$ cat src/sv/mrfd_pkg.sv
// ----------------------------------------------------------------------------
// mrfd_pkg
// Shared constants, types and the CRC-16/Modbus byte step for the meter
// response frame decoder.
// ----------------------------------------------------------------------------
`default_nettype none

package mrfd_pkg;

    // Length of a complete read-input-registers reply, CRC bytes included.
    localparam int unsigned FRAME_BYTES = 25;
    localparam int unsigned COUNT_W     = 5;

    localparam logic [15:0] CRC_INIT = 16'hFFFF;
    localparam logic [15:0] CRC_POLY = 16'hA001;

    // Input item kinds carried on the input tuser bit.
    localparam logic ACT_BYTE    = 1'b0;
    localparam logic ACT_TIMEOUT = 1'b1;

    localparam logic [COUNT_W-1:0] LAST_INDEX = COUNT_W'(FRAME_BYTES - 1);

    // Width of the packed result tdata, padded to whole bytes.
    localparam int unsigned RES_BITS  = 5 + 16 + 32 + 32 + 32 + 16 + 16 + 16;
    localparam int unsigned RES_BYTES = (RES_BITS + 7) / 8;
    localparam int unsigned RES_W     = RES_BYTES * 8;

    typedef struct packed {
        logic [15:0]        alarm_raw;
        logic [15:0]        pf_raw;
        logic [15:0]        frequency_raw;
        logic [31:0]        energy_raw;
        logic [31:0]        power_raw;
        logic [31:0]        current_raw;
        logic [15:0]        voltage_raw;
        logic [COUNT_W-1:0] bytes_seen;
        logic               frame_ok;
    } mrfd_result_t;

    // One byte of reflected CRC-16/Modbus: eight shift-and-xor steps.
    function automatic logic [15:0] crc_feed(input logic [15:0] crc, input logic [7:0] b);
        logic [15:0] c;
        c = crc ^ {8'h00, b};
        for (int i = 0; i < 8; i++) begin
            if (c[0]) begin
                c = (c >> 1) ^ CRC_POLY;
            end else begin
                c = c >> 1;
            end
        end
        return c;
    endfunction

endpackage

`default_nettype wire

$ cat src/sv/mrfd_core.sv
// ----------------------------------------------------------------------------
// mrfd_core
// Frame state of the decoder: byte count, delayed CRC, field capture and the
// end-of-frame decision, updated once per step.
// ----------------------------------------------------------------------------
`default_nettype none

module mrfd_core
    import mrfd_pkg::*;
(
    input  wire logic         aclk,
    input  wire logic         aresetn,
    input  wire logic         step,
    input  wire logic         action,
    input  wire logic [7:0]   rx_byte,
    output logic              res_valid,
    output mrfd_result_t      res
);

    logic [COUNT_W-1:0] count_reg, count_next;
    logic [15:0] crc_reg, crc_next;
    logic [15:0] tail_reg, tail_next;
    logic [15:0] volt_reg, volt_next;
    logic [31:0] curr_reg, curr_next;
    logic [31:0] pwr_reg, pwr_next;
    logic [31:0] nrg_reg, nrg_next;
    logic [15:0] freq_reg, freq_next;
    logic [15:0] pf_reg, pf_next;
    logic [15:0] alarm_reg, alarm_next;
    logic        frame_end;
    logic        crc_match;
    logic        clear;

    always_comb begin
        // The CRC runs two bytes behind the input so the trailing CRC bytes
        // never enter it.
        crc_next   = (count_reg >= COUNT_W'(2)) ? crc_feed(crc_reg, tail_reg[15:8]) : crc_reg;
        tail_next  = {tail_reg[7:0], rx_byte};
        count_next = count_reg + COUNT_W'(1);
        volt_next  = volt_reg;
        curr_next  = curr_reg;
        pwr_next   = pwr_reg;
        nrg_next   = nrg_reg;
        freq_next  = freq_reg;
        pf_next    = pf_reg;
        alarm_next = alarm_reg;

        // Register data is big-endian per word, 32-bit values low word first.
        case (count_reg)
            5'd3:  volt_next[15:8]   = rx_byte;
            5'd4:  volt_next[7:0]    = rx_byte;
            5'd5:  curr_next[15:8]   = rx_byte;
            5'd6:  curr_next[7:0]    = rx_byte;
            5'd7:  curr_next[31:24]  = rx_byte;
            5'd8:  curr_next[23:16]  = rx_byte;
            5'd9:  pwr_next[15:8]    = rx_byte;
            5'd10: pwr_next[7:0]     = rx_byte;
            5'd11: pwr_next[31:24]   = rx_byte;
            5'd12: pwr_next[23:16]   = rx_byte;
            5'd13: nrg_next[15:8]    = rx_byte;
            5'd14: nrg_next[7:0]     = rx_byte;
            5'd15: nrg_next[31:24]   = rx_byte;
            5'd16: nrg_next[23:16]   = rx_byte;
            5'd17: freq_next[15:8]   = rx_byte;
            5'd18: freq_next[7:0]    = rx_byte;
            5'd19: pf_next[15:8]     = rx_byte;
            5'd20: pf_next[7:0]      = rx_byte;
            5'd21: alarm_next[15:8]  = rx_byte;
            5'd22: alarm_next[7:0]   = rx_byte;
            default: ;
        endcase

        frame_end = (count_reg == LAST_INDEX);
        // The received CRC arrives low byte first.
        crc_match = ({tail_next[7:0], tail_next[15:8]} == crc_next);

        res = '0;
        res_valid = 1'b0;
        if (step) begin
            if (action == ACT_TIMEOUT) begin
                res_valid      = 1'b1;
                res.bytes_seen = count_reg;
            end else if (frame_end) begin
                res_valid      = 1'b1;
                res.bytes_seen = count_next;
                if (crc_match) begin
                    res.frame_ok      = 1'b1;
                    res.voltage_raw   = volt_reg;
                    res.current_raw   = curr_reg;
                    res.power_raw     = pwr_reg;
                    res.energy_raw    = nrg_reg;
                    res.frequency_raw = freq_reg;
                    res.pf_raw        = pf_reg;
                    res.alarm_raw     = alarm_reg;
                end
            end
        end
        clear = res_valid;
    end

    always_ff @(posedge aclk) begin
        if (!aresetn || (step && clear)) begin
            count_reg <= '0;
            crc_reg   <= CRC_INIT;
            tail_reg  <= '0;
            volt_reg  <= '0;
            curr_reg  <= '0;
            pwr_reg   <= '0;
            nrg_reg   <= '0;
            freq_reg  <= '0;
            pf_reg    <= '0;
            alarm_reg <= '0;
        end else if (step) begin
            count_reg <= count_next;
            crc_reg   <= crc_next;
            tail_reg  <= tail_next;
            volt_reg  <= volt_next;
            curr_reg  <= curr_next;
            pwr_reg   <= pwr_next;
            nrg_reg   <= nrg_next;
            freq_reg  <= freq_next;
            pf_reg    <= pf_next;
            alarm_reg <= alarm_next;
        end
    end

endmodule

`default_nettype wire

$ cat src/sv/meter_response_frame_decoder_top.sv
// ----------------------------------------------------------------------------
// meter_response_frame_decoder_top
// Decodes a 25-byte Modbus RTU read-input-registers reply from a power meter
// and returns the raw measurement words with a CRC-checked ok flag.
// ----------------------------------------------------------------------------
//
// Channel   Dir  tdata (low bit first)                         tuser
// s_*       in   rx_byte[7:0]                                  action
// m_*       out  bytes_seen, voltage, current, power, energy,  frame_ok
//                frequency, pf, alarm, 3 zero pad bits
//
// One word is taken per clock unless a waiting result stalls the input. A word
// is first held in the input register; when the decoder steps, one pass
// through the CRC byte step and capture logic updates the frame state and, on
// the 25th byte or a timeout, loads the result register that drives m_tvalid.
// Synchronous active-low reset clears the frame state and both valid flags.
// When m_tready is low with a result waiting, one more input word is held in
// the input register and s_tready drops after it.
// ----------------------------------------------------------------------------
`default_nettype none

module meter_response_frame_decoder_top
    import mrfd_pkg::*;
(
    input  wire logic             aclk,
    input  wire logic             aresetn,

    input  wire logic             s_tvalid,
    output logic                  s_tready,
    input  wire logic [7:0]       s_tdata,   // [7:0] rx_byte
    input  wire logic             s_tuser,   // [0] action: 0 byte, 1 timeout

    output logic                  m_tvalid,
    input  wire logic             m_tready,
    output logic [RES_W-1:0]      m_tdata,   // bytes_seen, voltage_raw, current_raw,
                                             // power_raw, energy_raw, frequency_raw,
                                             // pf_raw, alarm_raw, zero pad
    output logic                  m_tuser    // [0] frame_ok
);

    logic          in_valid_reg;
    logic          in_action_reg;
    logic [7:0]    in_byte_reg;
    logic          out_valid_reg;
    mrfd_result_t  out_res_reg;
    logic          advance;
    logic          res_valid;
    mrfd_result_t  res;

    // The decoder steps on a held input word whenever the result register is free
    // or emptying, so a byte that ends a frame always has a place to put its result.
    assign advance  = in_valid_reg && (!out_valid_reg || m_tready);
    assign s_tready = !in_valid_reg || advance;

    always_ff @(posedge aclk) begin
        if (!aresetn) begin
            in_valid_reg <= 1'b0;
        end else if (s_tvalid && s_tready) begin
            in_valid_reg <= 1'b1;
        end else if (advance) begin
            in_valid_reg <= 1'b0;
        end
    end

    always_ff @(posedge aclk) begin
        if (s_tvalid && s_tready) begin
            in_action_reg <= s_tuser;
            in_byte_reg   <= s_tdata;
        end
    end

    mrfd_core u_core (
        .aclk      (aclk),
        .aresetn   (aresetn),
        .step      (advance),
        .action    (in_action_reg),
        .rx_byte   (in_byte_reg),
        .res_valid (res_valid),
        .res       (res)
    );

    always_ff @(posedge aclk) begin
        if (!aresetn) begin
            out_valid_reg <= 1'b0;
        end else if (res_valid) begin
            out_valid_reg <= 1'b1;
        end else if (m_tready) begin
            out_valid_reg <= 1'b0;
        end
    end

    always_ff @(posedge aclk) begin
        if (res_valid) begin
            out_res_reg <= res;
        end
    end

    assign m_tvalid = out_valid_reg;
    assign m_tuser  = out_res_reg.frame_ok;
    assign m_tdata  = {(RES_W - RES_BITS)'(0), out_res_reg.alarm_raw, out_res_reg.pf_raw,
                       out_res_reg.frequency_raw, out_res_reg.energy_raw,
                       out_res_reg.power_raw, out_res_reg.current_raw,
                       out_res_reg.voltage_raw, out_res_reg.bytes_seen};

endmodule

`default_nettype wire

$ cat config.mk
export PLATFORM = sky130hd
export DESIGN_NAME = meter_response_frame_decoder_top
export DESIGN_NICKNAME = d
export VERILOG_FILES = /design/src/sv/mrfd_pkg.sv /design/src/sv/mrfd_core.sv /design/src/sv/meter_response_frame_decoder_top.sv
export SDC_FILE = /design/constraint.sdc
export NUM_CORES = 1
export LEC_CHECK = 0
export BUFFER_PORTS_ARGS = -buffer_cell sky130_fd_sc_hd__buf_2
export CAP_MARGIN = 10
export CORE_UTILIZATION = 50
export CTS_CLUSTER_DIAMETER = 30
export CTS_CLUSTER_SIZE = 30
export DETAILED_ROUTE_END_ITERATION = 16
export PLACE_DENSITY = 0.7
export SYNTH_ARGS = -nofsm -noshare
export SYNTH_HDL_FRONTEND = slang
export SYNTH_SLANG_ARGS = --single-unit
$ cat constraint.sdc
create_clock -name aclk -period 4.2 [get_ports aclk]
set_input_delay 0.21 -clock aclk [delete_from_list [all_inputs] [get_ports aclk]]
set_output_delay 0.21 -clock aclk [all_outputs]
set_load 0.03 [all_outputs]
### Word-level counts from Yosys, hierarchy flattened

Cells that the tools add are included.

| word-level totals | value |
|---|---|
| bits in registers | 374 |
| bits of input ports | 13 |
| output and inout port bits | 171 |
| word-level logic and storage cells | 124 |

| operators by class | value |
|---|---|
| add/subtract/negate cells | 1 |
| magnitude comparators | 1 |
| equal/unequal tests | 22 |
| muxes and demuxes | 19 |
| bitwise logic cells | 12 |
| reduce and logical (&&, ||, !) cells | 33 |

Operators by type and width:

| kind | number |
|---|---|
| 2-to-1 mux 16 bit | 9 |
| == test 5 x 4 -> 1 bit (second input constant) | 8 |
| == test 5 bit (second input constant) | 8 |
| AND reduction 2 bit | 20 |
| inverter 2 -> 3 bit | 8 |
| == test 5 x 3 -> 1 bit (second input constant) | 4 |
| == test 16 bit | 1 |
| bitwise XOR 16 x 8 -> 16 bit | 1 |
| 2-to-1 mux 1 bit | 8 |
| 2-to-1 mux 6 bit | 1 |
| adder 5 x 1 -> 5 bit (second input constant) | 1 |
| == test 5 x 2 -> 1 bit (second input constant) | 1 |
| greater-or-equal comparator 5 x 2 -> 1 bit (second input constant) | 1 |
| 2-to-1 mux 5 bit | 1 |
| nonzero test 2 bit | 2 |
| OR reduction 4 bit | 1 |
| logical AND 1 bit | 3 |
| zero test 1 bit | 3 |
| logical OR 1 bit | 3 |
| inverter 1 bit | 3 |
| OR reduction 3 bit | 1 |

### Logic depth before layout (Yosys ltp)

| depth | value |
|---|---|
| depth after elaboration | 22 |
| depth in mapped cells | 13 |
| mapped depth without buffers | 9 |

### By module

From an unflattened synthesis, not the netlist that was laid out.

| second synthesis, totals | value |
|---|---|
| cell total of the unflattened synthesis | 1,374 |
| area, all modules | 15,016.9 sq um |

Modules (own cells, without submodules):

| module | instances | cells each | area each (sq um) |
|---|---|---|---|
| mrfd_core | 1 | 1,186 | 9,631.7 |
| meter_response_frame_decoder_top | 1 | 188 | 5,385.2 |

### Worst setup path after synthesis

OpenSTA, ideal clock, no wires.

| timing | value |
|---|---|
| path kind | register to register |
| start point | register out_valid_reg, in the netlist m_tvalid |
| end point | register out_res_reg (netlist bit m_tdata[0]) (enable) |
| setup time | 518 ps |
| arrival | 4,309 ps |
| path slack | -626 ps |
| cell stages (with the launch flop) | 6 |
| path buffers | 1 |
| clock period less this slack | 4,826 ps |
| cell sequence | dfxtp_1 > nand2b_1 > and2_1 > clkbuf_1 > o21ai_0 > inv_1 |

| on the way | value |
|---|---|
| longest elaborated chain between the ends | 4 |

Ends and longest elaborated chain:

| what | line | text |
|---|---|---|
| from (decl) | meter_response_frame_decoder_top.sv:44 | `logic out_valid_reg;` |
| from (signal assigned) | meter_response_frame_decoder_top.sv:84 | `out_valid_reg <= 1'b0;` |
| from (signal assigned) | meter_response_frame_decoder_top.sv:86 | `out_valid_reg <= 1'b1;` |
| from (signal assigned) | meter_response_frame_decoder_top.sv:88 | `out_valid_reg <= 1'b0;` |
| zero test 1 bit | meter_response_frame_decoder_top.sv:52 | `assign advance = in_valid_reg && (!out_valid_reg \|\| m_tready);` |
| logical OR 1 bit | meter_response_frame_decoder_top.sv:52 |  |
| logical AND 1 bit | meter_response_frame_decoder_top.sv:52 |  |
| 2-to-1 mux 1 bit | mrfd_core.sv:79 | `if (step) begin` |
| net res_valid | meter_response_frame_decoder_top.sv:47 | `logic res_valid;` |
| to (signal assigned) | meter_response_frame_decoder_top.sv:94 | `out_res_reg <= res;` |
| to (decl) | meter_response_frame_decoder_top.sv:45 | `mrfd_result_t out_res_reg;` |

The timed path passes the listed nets, and every way through them passes these cells.
A chain may end at the register's enable or synchronous reset.

### Worst setup path in the final report

| timing | value |
|---|---|
| start point | register u_core.count_reg[0] |
| end point | register out_res_reg (netlist bit m_tdata[78]) (data pin) |

| on the way | value |
|---|---|
| longest elaborated chain between the ends | 5 |

Ends and longest elaborated chain:

| what | line | text |
|---|---|---|
| from (decl) | mrfd_core.sv:20 | `logic [COUNT_W-1:0] count_reg, count_next;` |
| from (signal assigned) | mrfd_core.sv:114 | `count_reg <= count_next;` |
| greater-or-equal comparator 5 x 2 -> 1 bit | mrfd_core.sv:37 | `crc_next = (count_reg >= COUNT_W'(2)) ? crc_feed(crc_reg, tail_reg[15:8]) : crc_reg;` |
| 2-to-1 mux 16 bit | mrfd_core.sv:37 |  |
| == test 16 bit | mrfd_core.sv:75 | `crc_match = ({tail_next[7:0], tail_next[15:8]} == crc_next);` |
| inverter 1 bit (no line) | - |  |
| OR reduction 4 bit (no line) (*) | - |  |

Mark *: on every way between the ends. The rest lies on a longest branch, timed or not.

==> flow_results.xml <==
<?xml version="1.0" encoding="UTF-8"?>
<metrics>
  <group name="critical_path">
    <metric name="worstSetupEndpointType" unit="">flop</metric>
    <metric name="arrival" unit="ns">4.01</metric>
    <metric name="rr_worst_depth" unit="">10</metric>
    <metric name="worst-endpoint-required" unit="ns">4.54</metric>
    <metric name="startpoint_type" unit="">flop</metric>
    <metric name="timing_worst_setup_path_type" unit="">reg2reg</metric>
    <metric name="critPathMaxFanout" unit="">56</metric>
  </group>
  <group name="detailed_routing">
    <metric name="average_detailed_routed_wire_length_per_instance" unit="microns">19.0</metric>
    <metric name="via_count" unit="">12653</metric>
    <metric name="ant_nets" unit="">0</metric>
    <metric name="routed_wirelength" unit="mm">41.8</metric>
    <metric name="detail_route.first_pass.iterations" unit="">5</metric>
    <metric name="drt-vias-per-instance" unit="">5.75</metric>
    <metric name="total_drc_errors_in_the_routed_layout" unit="">0</metric>
    <metric name="drtIter0Drc" unit="">1340</metric>
  </group>
  <group name="synth">
    <metric name="netlist_area_before_placement" unit="sq mm">0.0159</metric>
    <metric name="synth_enable_flop_cells" unit="">175</metric>
    <metric name="yosys.area_share.adder" unit="%">0.394</metric>
    <metric name="yosys_most_used_dff" unit="">sky130_fd_sc_hd__dfxtp_1</metric>
    <metric name="asyncSetResetFlopFracSynth" unit="%">0</metric>
    <metric name="syn-mean-instance-area" unit="sq um">10.1</metric>
    <metric name="synth_top_family_by_area" unit="">simple AND/OR/NAND/NOR gates</metric>
    <metric name="synth-compound-area-share" unit="%">7.13</metric>
    <metric name="synth_simple_gate_area_share" unit="%">26.1</metric>
    <metric name="ys_seq_area_share" unit="%">58.1</metric>
    <metric name="ys.warnings.count" unit="">0</metric>
    <metric name="synthDistinctLibCells" unit="">52</metric>
    <metric name="synth_top_area_share" unit="%">33.1</metric>
    <metric name="synth-xor-area-share" unit="%">2.85</metric>
    <metric name="multiplexer_fraction_of_the_synthesized_cell_area" unit="%">0.771</metric>
    <metric name="post_synth_main_area_contributors" unit="">sky130_fd_sc_hd__edfxtp_1, sky130_fd_sc_hd__dfxtp_1, sky130_fd_sc_hd__nand2_1</metric>
    <metric name="synth_seq_cells" unit="">374</metric>
    <metric name="netlist.top_cell.by_area" unit="">sky130_fd_sc_hd__edfxtp_1</metric>
    <metric name="synthesis.instances" unit="">1579</metric>
  </group>
  <group name="die">
    <metric name="std_cell_rows" unit="">64</metric>
    <metric name="initial_core_util" unit="%">51.4</metric>
    <metric name="io_pins" unit="">184</metric>
    <metric name="die_w" unit="microns">180</metric>
    <metric name="total_die_area" unit="sq mm">0.0325</metric>
    <metric name="core_area" unit="sq mm">0.0309</metric>
    <metric name="die_height" unit="microns">180</metric>
  </group>
  <group name="global_route">
    <metric name="initial_antenna_violation_count" unit="">0</metric>
    <metric name="grt_start_max_net_pins" unit="">93</metric>
    <metric name="global_route_wire_length_before_repair" unit="mm">66.1</metric>
    <metric name="grt-ovfl-total" unit="">0</metric>
    <metric name="grt_pass1_vias" unit="">12273</metric>
    <metric name="gr-usage-all-layers" unit="%">25.4</metric>
  </group>
  <group name="power">
    <metric name="internal_dissipation" unit="W">0.00835</metric>
    <metric name="sequential_share_of_power" unit="%">35.5</metric>
    <metric name="power_density" unit="mW/mm^2">546</metric>
    <metric name="switching_power" unit="W">0.00259</metric>
    <metric name="combinationalPowerShare" unit="%">7.0</metric>
    <metric name="clkPwrFrac" unit="%">57.5</metric>
    <metric name="p_sw_share" unit="%">23.7</metric>
    <metric name="power.ir.vdd_worst" unit="mV">0.296</metric>
    <metric name="power.static_leakage" unit="nW">7.03</metric>
  </group>
  <group name="cells_and_area">
    <metric name="fillers" unit="">2379</metric>
    <metric name="insertedDiodeCount" unit="">0</metric>
    <metric name="total_area_of_multi_input_combinational_cells" unit="sq mm">0.00602</metric>
    <metric name="area_growth" unit="%">26.0</metric>
    <metric name="design.final.nets" unit="">1757</metric>
    <metric name="sequential_cell_area" unit="sq mm">0.00924</metric>
    <metric name="final_layout_size_suffix_gt1_share" unit="%">25.8</metric>
    <metric name="largest_reg_flops" unit="">165</metric>
  </group>
  <group name="clocking">
    <metric name="clock_path_buffers" unit="">3</metric>
    <metric name="cts_sink_count" unit="">374</metric>
    <metric name="cts_buffers" unit="">76</metric>
    <metric name="clock_latency" unit="ns">0.57</metric>
    <metric name="tritoncts_clock_tree" unit="">done</metric>
    <metric name="cts_root_buf" unit="">sky130_fd_sc_hd__clkbuf_16</metric>
    <metric name="post_cts.repair.setup_buffers" unit="">0</metric>
    <metric name="number_of_h_tree_levels" unit="">3</metric>
    <metric name="clkTransAtPathRegs" unit="ns">0.05</metric>
  </group>
  <group name="worst_hold_path">
    <metric name="holdCritPathClass" unit="">in2reg</metric>
    <metric name="min_delay_path_depth" unit="">2</metric>
  </group>
  <group name="placed_design">
    <metric name="dpl_worst_slack" unit="ns">0.583</metric>
    <metric name="gp_congestion" unit="">0.937</metric>
    <metric name="dp.final_hpwl" unit="mm">23.9</metric>
    <metric name="io_buffer_count" unit="">180</metric>
  </group>
  <group name="timing">
    <metric name="slew-limit-headroom" unit="%">24.8</metric>
    <metric name="finalHoldViolations" unit="">0</metric>
    <metric name="worst_slew_pin_tran" unit="ns">1.12</metric>
    <metric name="fin_crit_sh" unit="%">87.4</metric>
    <metric name="final-setup-viol-count" unit="">0</metric>
    <metric name="unrepaired_setup_endpoints_after_global_routing" unit="">false</metric>
    <metric name="max_freq" unit="MHz">272</metric>
    <metric name="fin_crit" unit="ns">3.67</metric>
    <metric name="clock_skew" unit="ns">0.0222</metric>
    <metric name="maxSlewViolCount" unit="">0</metric>
    <metric name="hold_ws" unit="ns">0.357</metric>
    <metric name="postLayoutSetupSlackWorst" unit="ns">0.529</metric>
    <metric name="timing.setup.tns" unit="ns">0</metric>
  </group>
  <group name="run_status">
    <metric name="outcome" unit="">finished clean</metric>
  </group>
  <group name="run">
    <metric name="drv_cap" unit="">0</metric>
  </group>
</metrics>
==> synthesized netlist by cell type (2+ instances only) <==
library cell and number:
sky130_fd_sc_hd__xnor3_1 4, sky130_fd_sc_hd__ha_1 5, sky130_fd_sc_hd__clkbuf_1 118, sky130_fd_sc_hd__nor2_1 23, sky130_fd_sc_hd__buf_4 3, sky130_fd_sc_hd__edfxtp_1 175
sky130_fd_sc_hd__nand2_1 397, sky130_fd_sc_hd__and2_1 5, sky130_fd_sc_hd__nand3_1 166, sky130_fd_sc_hd__nand2b_1 2, sky130_fd_sc_hd__xnor2_1 20, sky130_fd_sc_hd__o21ai_1 3
sky130_fd_sc_hd__xnor2_2 4, sky130_fd_sc_hd__inv_1 9, sky130_fd_sc_hd__xor2_1 14, sky130_fd_sc_hd__buf_2 22, sky130_fd_sc_hd__a21boi_0 2, sky130_fd_sc_hd__nor4_1 71
sky130_fd_sc_hd__nor4b_1 3, sky130_fd_sc_hd__dfxtp_1 199, sky130_fd_sc_hd__a31oi_1 3, sky130_fd_sc_hd__mux2i_1 10, sky130_fd_sc_hd__o21ai_0 4, sky130_fd_sc_hd__nor4_2 90
sky130_fd_sc_hd__a22oi_1 2, sky130_fd_sc_hd__a211oi_1 3, sky130_fd_sc_hd__buf_6 10, sky130_fd_sc_hd__buf_1 3, sky130_fd_sc_hd__a21oi_1 175, sky130_fd_sc_hd__nor3_1 3
sky130_fd_sc_hd__o211ai_1 10
==> routing by layer <==
layer / GRT usage (%) / share of wire, % / routed length, microns / up-vias
li1: - / - / - / 5942
met1: 33.1 / 41 / 17300 / 6087
met2: 41.7 / 48 / 20200 / 530
met3: 4.41 / 7.1 / 2970 / 94
met4: 11.3 / 3.3 / 1390 / 0
met5: 0 / 0 / 0 / -
==> through the flow <==
stage          cell area (sq um)  util (%)  total power, W  instances
2_1_floorplan              15900         -         0.00446       1581
3_3_place_gp               17200      55.5         0.00468       2044
3_5_place_dp               17200      55.5         0.00469       2044
4_1_cts                    20000      64.8          0.0110       2199
5_1_grt                    20000      64.8          0.0112       2199
6_report                   20000      64.8          0.0109       2199
==> logic make-up after synthesis <==
logic type / count (synthesis)
simple gates: 771
flops: 374
compound gates: 210
buf+inv: 165
xor+xnor: 42
mux: 11
fa+ha+maj: 5
other cells: 1
==> layout by cell type, fill, tap and decap left out, types with 4 or more instances in the layout <==
cell type / count
sky130_fd_sc_hd__nand2_1: 396
sky130_fd_sc_hd__dfxtp_1: 199
sky130_fd_sc_hd__buf_2: 180
sky130_fd_sc_hd__a21oi_1: 175
sky130_fd_sc_hd__edfxtp_1: 175
sky130_fd_sc_hd__nand3_1: 166
sky130_fd_sc_hd__nor4_2: 90
sky130_fd_sc_hd__clkbuf_16: 84
sky130_fd_sc_hd__nor4_1: 71
sky130_fd_sc_hd__buf_4: 31
sky130_fd_sc_hd__nor2_1: 23
sky130_fd_sc_hd__xnor2_1: 20
sky130_fd_sc_hd__clkinv_2: 16
sky130_fd_sc_hd__xor2_1: 14
sky130_fd_sc_hd__dlygate4sd3_1: 13
sky130_fd_sc_hd__buf_12: 12
sky130_fd_sc_hd__mux2i_1: 10
sky130_fd_sc_hd__o211ai_1: 10
sky130_fd_sc_hd__bufinv_16: 10
sky130_fd_sc_hd__inv_1: 8
sky130_fd_sc_hd__clkinvlp_4: 7
sky130_fd_sc_hd__clkinv_1: 6
sky130_fd_sc_hd__and2_1: 5
sky130_fd_sc_hd__clkbuf_1: 5
sky130_fd_sc_hd__clkbuf_8: 5
sky130_fd_sc_hd__xnor3_1: 4
sky130_fd_sc_hd__clkinv_4: 4
==> power groups by stage <==
stage	clock, W	combinational (W)	sequential [W]
after floorplan	0	0.000492	0.00397
after global placement	0	0.000735	0.00395
after detailed placement	0	0.000742	0.00395
after CTS	0.00635	0.000753	0.00388
after global routing	0.00653	0.000808	0.00388
final	0.00629	0.000763	0.00388
==> final timing paths <==
kind / start / endpoint / slack, ns
setup / recovery: u_core.count_reg[0] / m_tdata[78] / 0.53
hold / removal: s_tdata[0] / in_byte_reg[0] / 0.36
hold reg to reg: u_core.nrg_reg[12] / u_core.nrg_reg[12] / 0.45
setup reg to reg: u_core.count_reg[0] / m_tdata[78] / 0.53
==> worst max-delay path, cell delays in order (launching register included) <==
cell and delay (ns):
sky130_fd_sc_hd__dfxtp_1 0.45, sky130_fd_sc_hd__inv_1 0.11, sky130_fd_sc_hd__ha_2 0.21, sky130_fd_sc_hd__nor2_1 0.15, sky130_fd_sc_hd__nand2_1 0.41, sky130_fd_sc_hd__mux2i_1 0.36
sky130_fd_sc_hd__xnor2_1 0.10, sky130_fd_sc_hd__nor4_1 0.42, sky130_fd_sc_hd__o2111ai_4 0.37, sky130_fd_sc_hd__buf_4 0.42, sky130_fd_sc_hd__nor4_1 0.43
==> cell type report <==
class	instances	share of cell area, %
repair buffers	236	7.51
flip-flops and latches	374	46.1
well taps	396	2.47
inverters	9	0.187
clock inverters	48	2.75
multi-input cells	1042	30.0
clock buffers	94	10.9
==> timing repair <==
action                    4_1_cts  5_1_grt
resized for setup               0        0
hold buffers                   13        0
hold endpoints to repair       11        0
Power figures use the tool's default switching activity.
